File: config.mk
export PLATFORM = sky130hd
export DESIGN_NAME = tlb_shootdown_batch_queue_core
export DESIGN_NICKNAME = d
export VERILOG_FILES = /design/src/design/tsbq_pkg.sv /design/src/design/tsbq_ram.sv /design/src/design/tlb_shootdown_batch_queue_core.sv
export SDC_FILE = /design/constraint.sdc
export NUM_CORES = 2
export LEC_CHECK = 0
export BUFFER_PORTS_ARGS = -buffer_cell sky130_fd_sc_hd__buf_2
export CORE_ASPECT_RATIO = 1.75
export CORE_UTILIZATION = 45
export CTS_CLUSTER_DIAMETER = 50
export DETAILED_ROUTE_END_ITERATION = 16
export HOLD_SLACK_MARGIN = 0.08
export SYNTH_ARGS = -nofsm -noshare
export SYNTH_HDL_FRONTEND = slang
export SYNTH_SLANG_ARGS = --single-unit
File: constraint.sdc
create_clock -name clk -period 7.71 [get_ports clk]
set_clock_uncertainty 0.15 [all_clocks]
set_input_delay 0.771 -clock clk [delete_from_list [all_inputs] [get_ports clk]]
set_output_delay 0.771 -clock clk [all_outputs]
set_load 0.005 [all_outputs]
File: src/design/tsbq_pkg.sv
// ----------------------------------------------------------------------------
// TLB shootdown batch queue package
// Command codes, input kinds and controller state type shared by the block.
// ----------------------------------------------------------------------------
package tsbq_pkg;

	typedef enum logic [1:0] {
		CMD_LOCAL_PAGE   = 2'd0,
		CMD_REMOTE_PAGE  = 2'd1,
		CMD_FLUSH_CTX    = 2'd2,
		CMD_FLUSH_GLOBAL = 2'd3
	} cmd_t;

	localparam logic KIND_QUEUE  = 1'b0;
	localparam logic KIND_COMMIT = 1'b1;

	typedef enum logic {
		ST_IDLE,
		ST_DRAIN
	} state_t;

endpackage

File: src/design/tsbq_ram.sv
// ----------------------------------------------------------------------------
// Generic single-port-write, single-port-read RAM
// One write and one read per cycle; the read data is registered and holds
// its value until the next read is enabled.
// ----------------------------------------------------------------------------
module tsbq_ram #(
	parameter int WIDTH = 64,
	parameter int DEPTH = 64,
	parameter int AW    = (DEPTH > 1) ? $clog2(DEPTH) : 1
) (
	input  logic             clk,
	input  logic             wr_en,
	input  logic [AW-1:0]    wr_addr,
	input  logic [WIDTH-1:0] wr_data,
	input  logic             rd_en,
	input  logic [AW-1:0]    rd_addr,
	output logic [WIDTH-1:0] rd_data
);

	logic [WIDTH-1:0] mem_q [DEPTH];

	always_ff @(posedge clk) begin
		if (wr_en) begin
			mem_q[wr_addr] <= wr_data;
		end
		if (rd_en) begin
			rd_data <= mem_q[rd_addr];
		end
	end

endmodule

File: src/design/tlb_shootdown_batch_queue_core.sv
// ----------------------------------------------------------------------------
// TLB shootdown batch queue
// Collects page invalidations and replays them as a remote command run or one flush command.
// ----------------------------------------------------------------------------
// The input channel (in_valid, in_stall) carries kind, addr and global_page.
// A queue transfer gives one local invalidate result in the next cycle and
// stores the address in the pending RAM, or enters flush-all mode when the
// RAM is full or flush-all mode is already active. Queue transfers are
// taken every cycle while idle and the output register drains.
// A commit transfer with work pending gives either one flush command or one
// remote invalidate per stored address, oldest first. A drain reads the RAM
// once per cycle while out_stall does not hold it, and in_stall stays high
// until the last result has moved into the output register.
// The output channel (out_valid, out_stall) is fed from one output register;
// while out_stall is high on a valid output, the register and the RAM read stage hold.
// Reset clears the count, flush-all mode and global flag at once; the RAM
// holds no reset state and only written entries are ever read.
// ----------------------------------------------------------------------------
module tlb_shootdown_batch_queue_core #(
	parameter int QUEUE_DEPTH = 64
) (
	input  logic                clk,
	input  logic                arst_n,
	input  logic                in_valid,
	output logic                in_stall,
	input  logic                kind,
	input  logic [63:0]         addr,
	input  logic                global_page,
	output logic                out_valid,
	input  logic                out_stall,
	output tsbq_pkg::cmd_t      command,
	output logic [63:0]         page_address,
	output logic                last
);

	import tsbq_pkg::*;

	localparam int CW = $clog2(QUEUE_DEPTH + 1);
	localparam int IW = (QUEUE_DEPTH > 1) ? $clog2(QUEUE_DEPTH) : 1;
	localparam logic [CW-1:0] FULL_COUNT = CW'(QUEUE_DEPTH);

	state_t        state_q, state_d;
	logic [CW-1:0] count_q;
	logic          flush_q;
	logic          global_q;
	logic [CW-1:0] rd_ptr_q;
	logic [CW-1:0] rd_ptr_nxt;
	logic          s1_valid_q;
	logic          s1_last_q;
	logic          out_valid_q;
	cmd_t          command_q;
	logic [63:0]   page_address_q;
	logic          last_q;

	logic          out_ready;
	logic          in_take;
	logic          take_queue;
	logic          take_commit;
	logic          commit_flush;
	logic          commit_drain;
	logic          rd_en;
	logic          s1_move;
	logic          wr_en;
	logic [63:0]   rd_data;

	assign out_ready    = !out_valid_q || !out_stall;
	assign in_take      = in_valid && !in_stall;
	assign take_queue   = in_take && (kind == KIND_QUEUE);
	assign take_commit  = in_take && (kind == KIND_COMMIT);
	assign commit_flush = take_commit && flush_q;
	assign commit_drain = take_commit && !flush_q && (count_q != '0);
	assign wr_en        = take_queue && !flush_q && (count_q != FULL_COUNT);
	assign rd_ptr_nxt   = rd_ptr_q + CW'(1);
	assign s1_move      = s1_valid_q && out_ready;

	always_comb begin
		state_d = state_q;
		case (state_q)
			ST_IDLE: begin
				if (commit_drain) begin
					state_d = ST_DRAIN;
				end
			end
			ST_DRAIN: begin
				if (s1_move && s1_last_q) begin
					state_d = ST_IDLE;
				end
			end
			default: state_d = ST_IDLE;
		endcase
	end

	always_comb begin
		in_stall = 1'b1;
		rd_en    = 1'b0;
		case (state_q)
			ST_IDLE: begin
				in_stall = !out_ready;
			end
			ST_DRAIN: begin
				rd_en = (rd_ptr_q != count_q) && (!s1_valid_q || out_ready);
			end
			default: begin
				in_stall = 1'b1;
				rd_en    = 1'b0;
			end
		endcase
	end

	tsbq_ram #(
		.WIDTH (64),
		.DEPTH (QUEUE_DEPTH)
	) u_ram (
		.clk     (clk),
		.wr_en   (wr_en),
		.wr_addr (count_q[IW-1:0]),
		.wr_data (addr),
		.rd_en   (rd_en),
		.rd_addr (rd_ptr_q[IW-1:0]),
		.rd_data (rd_data)
	);

	always_ff @(posedge clk or negedge arst_n) begin
		if (!arst_n) begin
			state_q    <= ST_IDLE;
			count_q    <= '0;
			flush_q    <= 1'b0;
			global_q   <= 1'b0;
			rd_ptr_q   <= '0;
			s1_valid_q <= 1'b0;
		end else begin
			state_q <= state_d;
			if (take_queue) begin
				if (global_page) begin
					global_q <= 1'b1;
				end
				if (count_q == FULL_COUNT) begin
					flush_q <= 1'b1;
				end
				if (wr_en) begin
					count_q <= count_q + CW'(1);
				end
			end
			if (commit_flush || (s1_move && s1_last_q)) begin
				count_q  <= '0;
				flush_q  <= 1'b0;
				global_q <= 1'b0;
			end
			if (commit_drain) begin
				rd_ptr_q <= '0;
			end else if (rd_en) begin
				rd_ptr_q <= rd_ptr_nxt;
			end
			if (rd_en) begin
				s1_valid_q <= 1'b1;
			end else if (s1_move) begin
				s1_valid_q <= 1'b0;
			end
		end
	end

	always_ff @(posedge clk) begin
		if (rd_en) begin
			s1_last_q <= (rd_ptr_nxt == count_q);
		end
	end

	always_ff @(posedge clk or negedge arst_n) begin
		if (!arst_n) begin
			out_valid_q <= 1'b0;
		end else if (out_ready) begin
			out_valid_q <= take_queue || commit_flush || s1_valid_q;
		end
	end

	always_ff @(posedge clk) begin
		if (out_ready) begin
			if (take_queue) begin
				command_q      <= CMD_LOCAL_PAGE;
				page_address_q <= addr;
				last_q         <= 1'b1;
			end else if (commit_flush) begin
				command_q      <= global_q ? CMD_FLUSH_GLOBAL : CMD_FLUSH_CTX;
				page_address_q <= '0;
				last_q         <= 1'b1;
			end else if (s1_valid_q) begin
				command_q      <= CMD_REMOTE_PAGE;
				page_address_q <= rd_data;
				last_q         <= s1_last_q;
			end
		end
	end

	assign out_valid    = out_valid_q;
	assign command      = command_q;
	assign page_address = page_address_q;
	assign last         = last_q;

`ifndef SYNTHESIS
	a_s1_only_in_drain: assert property (@(posedge clk) disable iff (!arst_n)
		s1_valid_q |-> (state_q == ST_DRAIN))
		else $error("Read stage holds data outside a drain.");

	a_count_bounded: assert property (@(posedge clk) disable iff (!arst_n)
		count_q <= FULL_COUNT)
		else $error("Pending count exceeds the queue depth.");

	a_no_input_in_drain: assert property (@(posedge clk) disable iff (!arst_n)
		(state_q == ST_DRAIN) |-> in_stall)
		else $error("Input transfer possible during a drain.");

	a_read_in_range: assert property (@(posedge clk) disable iff (!arst_n)
		rd_en |-> (rd_ptr_q < count_q))
		else $error("RAM read beyond the stored entries.");

	a_drain_ends_clear: assert property (@(posedge clk) disable iff (!arst_n)
		(s1_move && s1_last_q) |=> ((count_q == '0) && !global_q && (state_q == ST_IDLE)))
		else $error("Drain ended without clearing the batch.");
`endif

endmodule

-- Word level (Yosys, flattened, before mapping)
Memories as Yosys holds them, arrays and structs flattened. A register that Yosys moved wholly into a read port is not among the register bits.
Cells that the tools add are included.
- bitwise logic cells: 2
- eq/ne operators: 4
- muxes and demuxes: 27
- reductions and logical operators: 35
- add/sub/neg operators: 2
- operators with widths (cell ; count):
    2-to-1 mux 64 bit ; 3
    2-to-1 mux 7 bit ; 5
    2-to-1 mux 1 bit ; 16
    adder 7 x 1 -> 7 bit (second input constant) ; 2
    nonzero test 2 bit ; 6
    logical AND 1 bit ; 11
    AND reduction 2 bit ; 4
    == test 7 bit ; 1
    == test 7 bit (second input constant) ; 1
    inequality test 7 bit ; 1
    inequality test 7 bit (second input constant) ; 1
    nonzero test 7 bit ; 1
    logical NOT 1 bit ; 6
    logical OR 1 bit ; 5
    2-to-1 mux 2 bit ; 2
    nonzero test 3 bit ; 1
    inverter 1 bit ; 2
    one-hot mux 1 bit (2 select lines) ; 1
    OR reduction 2 bit ; 1
- memories kept: 1
- logic and storage cells: 82
- bits of input ports: 70
- memory bits (writable): 4096
- register bits: 87
- output and inout bits: 69
- memory list (name ; words ; bits a word ; rd ports ; clocked after Yosys merged registers in ; wr ports ; RTL line ; RTL):
    u_ram.mem_q ; 64 ; 64 ; 1 ; 1 ; 1 ; tsbq_ram.sv:20 ; logic [WIDTH-1:0] mem_q [DEPTH];

-- Logic depth before layout (Yosys ltp)
- depth in word-level cells: 12
- gate-level depth with buffers: 12
- depth with buffers taken out: 6

-- Cells and area by module
From an unflattened synthesis, not the netlist that was laid out.
- cells, all modules: 6872
- area, all modules: 160815.5 um2
- by module, submodules not included (module ; cells each ; area each (um2) ; instances ; seq. area each (um2)):
    tsbq_ram ; 6598 ; 156989.3 ; 1 ; 124919.8
    tlb_shootdown_batch_queue_core ; 274 ; 3826.2 ; 1 ; 2517.4

-- Least setup slack after synthesis
OpenSTA, ideal clock, no wires.
- kind: input-to-reg
- start point: in out_stall
- end point: mem u_ram.mem_q[7][0], enable pin
- required time: 6.917 ns
- arrival: 7.998 ns
- setup time: 0.643 ns
- slack: -1.082 ns
- stages on the path: 5
- path through: a21oi_2 inv_2 or3_4 or4_1 nor4_1
- word-level cells in the longest chain between the ends: 11
- RTL lines (item ; RTL line ; RTL):
    from (decl) ; tlb_shootdown_batch_queue_core.sv:30 ; input logic out_stall,
    logical NOT 1 bit ; tlb_shootdown_batch_queue_core.sv:66 ; assign out_ready = !out_valid_q || !out_stall;
    logical OR 1 bit ; tlb_shootdown_batch_queue_core.sv:66 ;
    logical NOT 1 bit ; tlb_shootdown_batch_queue_core.sv:98 ; in_stall = !out_ready;
    2-to-1 mux 1 bit ; tlb_shootdown_batch_queue_core.sv:96 ; case (state_q)
    via in_stall ; tlb_shootdown_batch_queue_core.sv:25 ; output logic in_stall,
    logical NOT 1 bit ; tlb_shootdown_batch_queue_core.sv:67 ; assign in_take = in_valid && !in_stall;
    logical AND 1 bit ; tlb_shootdown_batch_queue_core.sv:67 ;
    logical AND 1 bit ; tlb_shootdown_batch_queue_core.sv:68 ; assign take_queue = in_take && (kind == KIND_QUEUE);
    logical AND 1 bit (2 in series) ; tlb_shootdown_batch_queue_core.sv:72 ; assign wr_en = take_queue && !flush_q && (count_q != FULL_COUNT);
    2-to-1 mux 1 bit ; tsbq_ram.sv:23 ; if (wr_en) begin
    2-to-1 mux 1 bit (not written as such) ; tsbq_ram.sv:24 ; mem_q[wr_addr] <= wr_data;
    to (decl) ; tsbq_ram.sv:20 ;
The timed path passes the listed nets, and every way through them passes these cells.

-- Worst setup path after layout
- start point: reg out_valid_q (netlist: out_valid)
- end point: mem u_ram.mem_q[6][39], enable pin
- word-level cells in the longest chain between the ends: 11
- RTL lines (item ; RTL line ; RTL):
    from (decl) ; tlb_shootdown_batch_queue_core.sv:50 ; logic out_valid_q;
    from (signal assigned) ; tlb_shootdown_batch_queue_core.sv:172 ; out_valid_q <= take_queue || commit_flush || s1_valid_q;
    logical NOT 1 bit ; tlb_shootdown_batch_queue_core.sv:66 ;
    logical OR 1 bit ; tlb_shootdown_batch_queue_core.sv:66 ;
    logical NOT 1 bit ; tlb_shootdown_batch_queue_core.sv:98 ;
    2-to-1 mux 1 bit ; tlb_shootdown_batch_queue_core.sv:96 ;
    logical NOT 1 bit ; tlb_shootdown_batch_queue_core.sv:67 ;
    logical AND 1 bit ; tlb_shootdown_batch_queue_core.sv:67 ;
    logical AND 1 bit ; tlb_shootdown_batch_queue_core.sv:68 ;
    logical AND 1 bit (2 in series) ; tlb_shootdown_batch_queue_core.sv:72 ;
    2-to-1 mux 1 bit ; tsbq_ram.sv:23 ;
    2-to-1 mux 1 bit (not written as such) ; tsbq_ram.sv:24 ;
No other way between the ends.

==> results.txt <==
- Of the post-synthesis cell area, the part taken by muxes is 16.2%.
* Headroom to the max-slew limit: 3.48%
- Number of global-route vias before repair: 80.8k
- The die covers 363000 sq um.
* Clock insertion delay at the later pin of the skew report: 0.95 ns
* XOR/XNOR Fraction of Synth Area: 0.0972%
- GR Util All Layers: 26.0%
* Leakage power figure: 56.3 nW
- Setup slack on the worst reg-to-reg path comes out at 2.76 ns.
- The routed design has 475 mm of wire.
* Yosys reg bits: 4247
- The synthesized netlist devotes 1.76% of its cell area to compound gates.
* Drt drc: 0
* Setup repair after global routing missed its margin: no
- Counting along the longest clock path gives a buffer depth of 4.
* Vias per cell: 6.31
- For the finished layout, the period the worst path requires is 4.95 ns.
- The worst hold path terminates at out_valid.
- For the worst setup path, the data arrival time is 5.37 ns.
- The number of nets handed over by synthesis was 7158.
- Total global routing overflow: 0
* Root buf cell: clkbuf_16
- For this run, the post-layout net count is 7560.
* Clock transition at the registers of the reported paths: 0.07 ns
- Setup TNS: 0 ns
* Cell count after synthesis: 7085
- TritonCTS built the clock tree.
* Number of search-and-repair iterations in the first detailed-routing pass: 5
- Clock tree synthesis inserted a total of 371 buffers.
- Number of enable flip-flop cells after synthesis: 4228
- The region available for standard cell placement spans 359000 sq um.
- In this design, the stage delay of the slowest critical-path cell is 0.97 ns.
- Worst-path cell with the longest stage delay: nor2_4
- For this run, asynchronously set or reset flops after synthesis account for 0.447%.
* Area occupied by registers: 127000 sq um
- Number of max-slew violations in the final report: 0
- Antenna violations before repair: 27
* Post-synthesis cell type count: 67
- Source of the worst register-to-register timing path: out_valid
- In the finished design, the share of the clock period the worst path needs comes to 64.2%.
* Top FF cell, synth: edfxtp_1
- Maximum vdd drop: 0.000258 V
- STA classifies the critical path startpoint as a flop.
* Outcome: completed
- In this run the horizontal extent of the chip is 456 um.
* Total number of vias: 78.6k
- Entering global routing, the biggest net connects 131 pins.
* Area occupied by multi-input gates: 33200 sq um
- Number of fill cells: 27.8k
- Final non-filler cell total: 12.5k
* Drt initial violations: 9499
* Number of clock sinks: 4247
- STA classifies the critical path endpoint as a flop.
* Main combinational cell family by area after synthesis: multiplexers
- Along the worst hold path, the cell count comes to 3.
* Setup violations, final: 0
- YS warnings: 0
- The post-route netlist has 27.4% of its cells at a drive strength greater than 1.
- For this run, the register share of the synthesized area comes to 78.6%.
- Inst Count DP: 11.8k
* Classification of the worst setup path: flop to flop
* Source of the worst hold timing path: out_stall
- Post-Syn Area: 162000 sq um
- For the worst flop-to-flop path, the logic depth is 7.
* Max-capacitance violation count: 0
- Chain of cells forming the critical path: a21oi_2 > inv_2 > or3_4 > or3_1 > or4_1 > nor2_4 > buf_4
- Power spread over the standard cell area amounts to 331 nW/um^2.
* Number of ports placed on the die boundary: 139
- Die height: 796 um
- Post-detailed-route count of antenna-violating nets: 0
* Final weighted congestion in routability-driven placement: 0.861
- Cell family with the largest share of critical-path delay: simple AND/OR/NAND/NOR gates
- First-pass GRT wire length: 653 mm
* DP HPWL: 275 mm
* Critical path peak fanout: 36
- Transition at the pin with the smallest max-transition slack: 1.44 ns
* Timing-limited maximum frequency: 202 MHz
- Syn avg cell area: 22.9 sq um
* Simple-Gate Fraction of Synth Area: 2.02%
* IO Port Bufs: 138
- Once the floorplan was initialized, standard cells occupied 45.2% of the core.
- Area Overhead vs Synth: 12.0%
- Arithmetic-cell share of the synthesized area counting full adders, half adders and majority gates: 0.0231%
- Total number of placement rows: 291
- In this run the worst hold path is classified as input port to flop.
* Cts repair resizes: 0
* Depth of the CTS H-tree: 5
- The worst register-to-register path ends at u_ram.mem_q[6][39].
* Worst EP required: 8.13 ns
* Drt wl/cell: 38.1 um
- Number of endpoints with negative hold slack in the final report: 0
* Buffers plus inverters on the worst setup path: 2
-- layer usage --
metal	up-vias	GRT usage (%)	part of all wire, %
li1	30800	-	-
met1	43100	31.2	35
met2	3815	46.0	53
met3	851	3.39	6.6
met4	10	12.9	5.6
met5	-	0	0.012
-- cells in the mapped netlist, drive strengths merged (22+ instances only) --
cell,instances,area share (%)
o221ai,39,0.21
nor2,127,0.31
o21ai,44,0.14
a32oi,22,0.12
nand2,357,0.83
nand3,129,0.40
clkbuf,151,0.35
a22oi,56,0.26
o22ai,24,0.093
a22o,23,0.12
edfxtp,4228,78
a21oi,109,0.34
mux2i,167,1.0
a221oi,23,0.12
mux4,1086,15
buf,239,0.95
-- through the flow --
stage | setup WS [ns] | area, sq um | hold WS [ns] | util, % | power, W
3_5_place_dp | 2.20 | 170000 | 0.349 | 47.4 | 0.0424
2_1_floorplan | 1.62 | 162000 | 0.313 | - | 0.0369
3_3_place_gp | 2.17 | 170000 | 0.337 | 47.4 | 0.0424
5_1_grt | 2.74 | 182000 | 0.188 | 50.6 | 0.0618
4_1_cts | 2.80 | 182000 | 0.0905 | 50.6 | 0.0606
6_report | 2.76 | 182000 | 0.180 | 50.6 | 0.0601
-- how the worst max path moves through the flow --
stage | from | slack, ns | depth (start not counted) | to
6_report | out_valid | 2.76 | 7 | u_ram.mem_q[6][39]
5_1_grt | out_valid | 2.74 | 7 | u_ram.mem_q[14][31]
4_1_cts | out_valid | 2.80 | 7 | u_ram.mem_q[6][39]
3_5_place_dp | out_stall | 2.20 | 8 | u_ram.mem_q[6][23]
3_3_place_gp | out_stall | 2.17 | 8 | u_ram.mem_q[6][39]
2_1_floorplan | out_stall | 1.62 | 5 | u_ram.mem_q[7][0]
-- worst register-to-register path, stage by stage, from the launching register on --
cell,delay (ns)
dfrtp_1,0.46
a21oi_2,0.26
inv_2,0.10
or3_4,0.63
or3_1,0.60
or4_1,0.77
nor2_4,0.97
buf_4,0.61
-- logic make-up after synthesis --
logic type | Yosys count
DFF | 4247
xor gates and xnor gates | 18
muxes | 1270
and+or+nand+nor | 732
adders and majority gates | 3
AOI/OAI and AO/OA | 411
buffers and inverters | 404
-- area by class of cell --
cell class              count  share of cell area (%)
clock inverters           199                   0.943
well taps                4688                    3.23
flip-flops and latches   4247                    70.2
multi-input cells        2434                    18.3
diodes                      7                 0.00964
clock buffers             461                    5.43
repair buffers            419                    1.90
inverters                  14                  0.0420
-- flip-flops by register name, summed over array words and instances, names as in the netlist, 2 cells and up --
signal,count
rd_ptr_q,7
u_ram.mem_q,4096
u_ram.rd_data,64
command,2
page_address,64
count_q,7
-- where the power goes --
| group | switching, W | total (W) | internal (W) |
|---|---|---|---|
| Clock | 0.00845 | 0.0184 | 0.00991 |
| Combinational | 0.00872 | 0.0152 | 0.00643 |
| Sequential | 0.000440 | 0.0266 | 0.0261 |
| Total | 0.0176 | 0.0601 | 0.0425 |
-- placed cells by master, fill, tap and decap left out, drive strengths merged, types with 10 or more instances in the layout --
master,netlist,final
mux4,1086,1086
xor2,10,10
clkinvlp,0,18
mux2i,167,167
a31oi,17,17
mux2,17,17
nor2,127,127
edfxtp,4228,4228
o22ai,24,24
a21oi,109,109
a22oi,56,56
or3,18,18
a211oi,10,10
nor3,15,15
a221oi,23,23
nand3,129,129
nor2b,15,15
a22o,23,23
dfrtp,19,19
clkinv,1,145
nand4,18,18
inv,13,26
o221ai,39,39
clkbuf,151,461
a32oi,22,22
nand2b,11,11
o21ai,44,44
buf,239,417
bufinv,0,24
nand2,357,357
-- timing repair --
item / CTS / global route
buffers inserted: 0 / 0
endpoints found under the hold margin: 20 / 0
hold buffers: 2 / 0
Note: power is estimated with default switching activity, not from simulation.
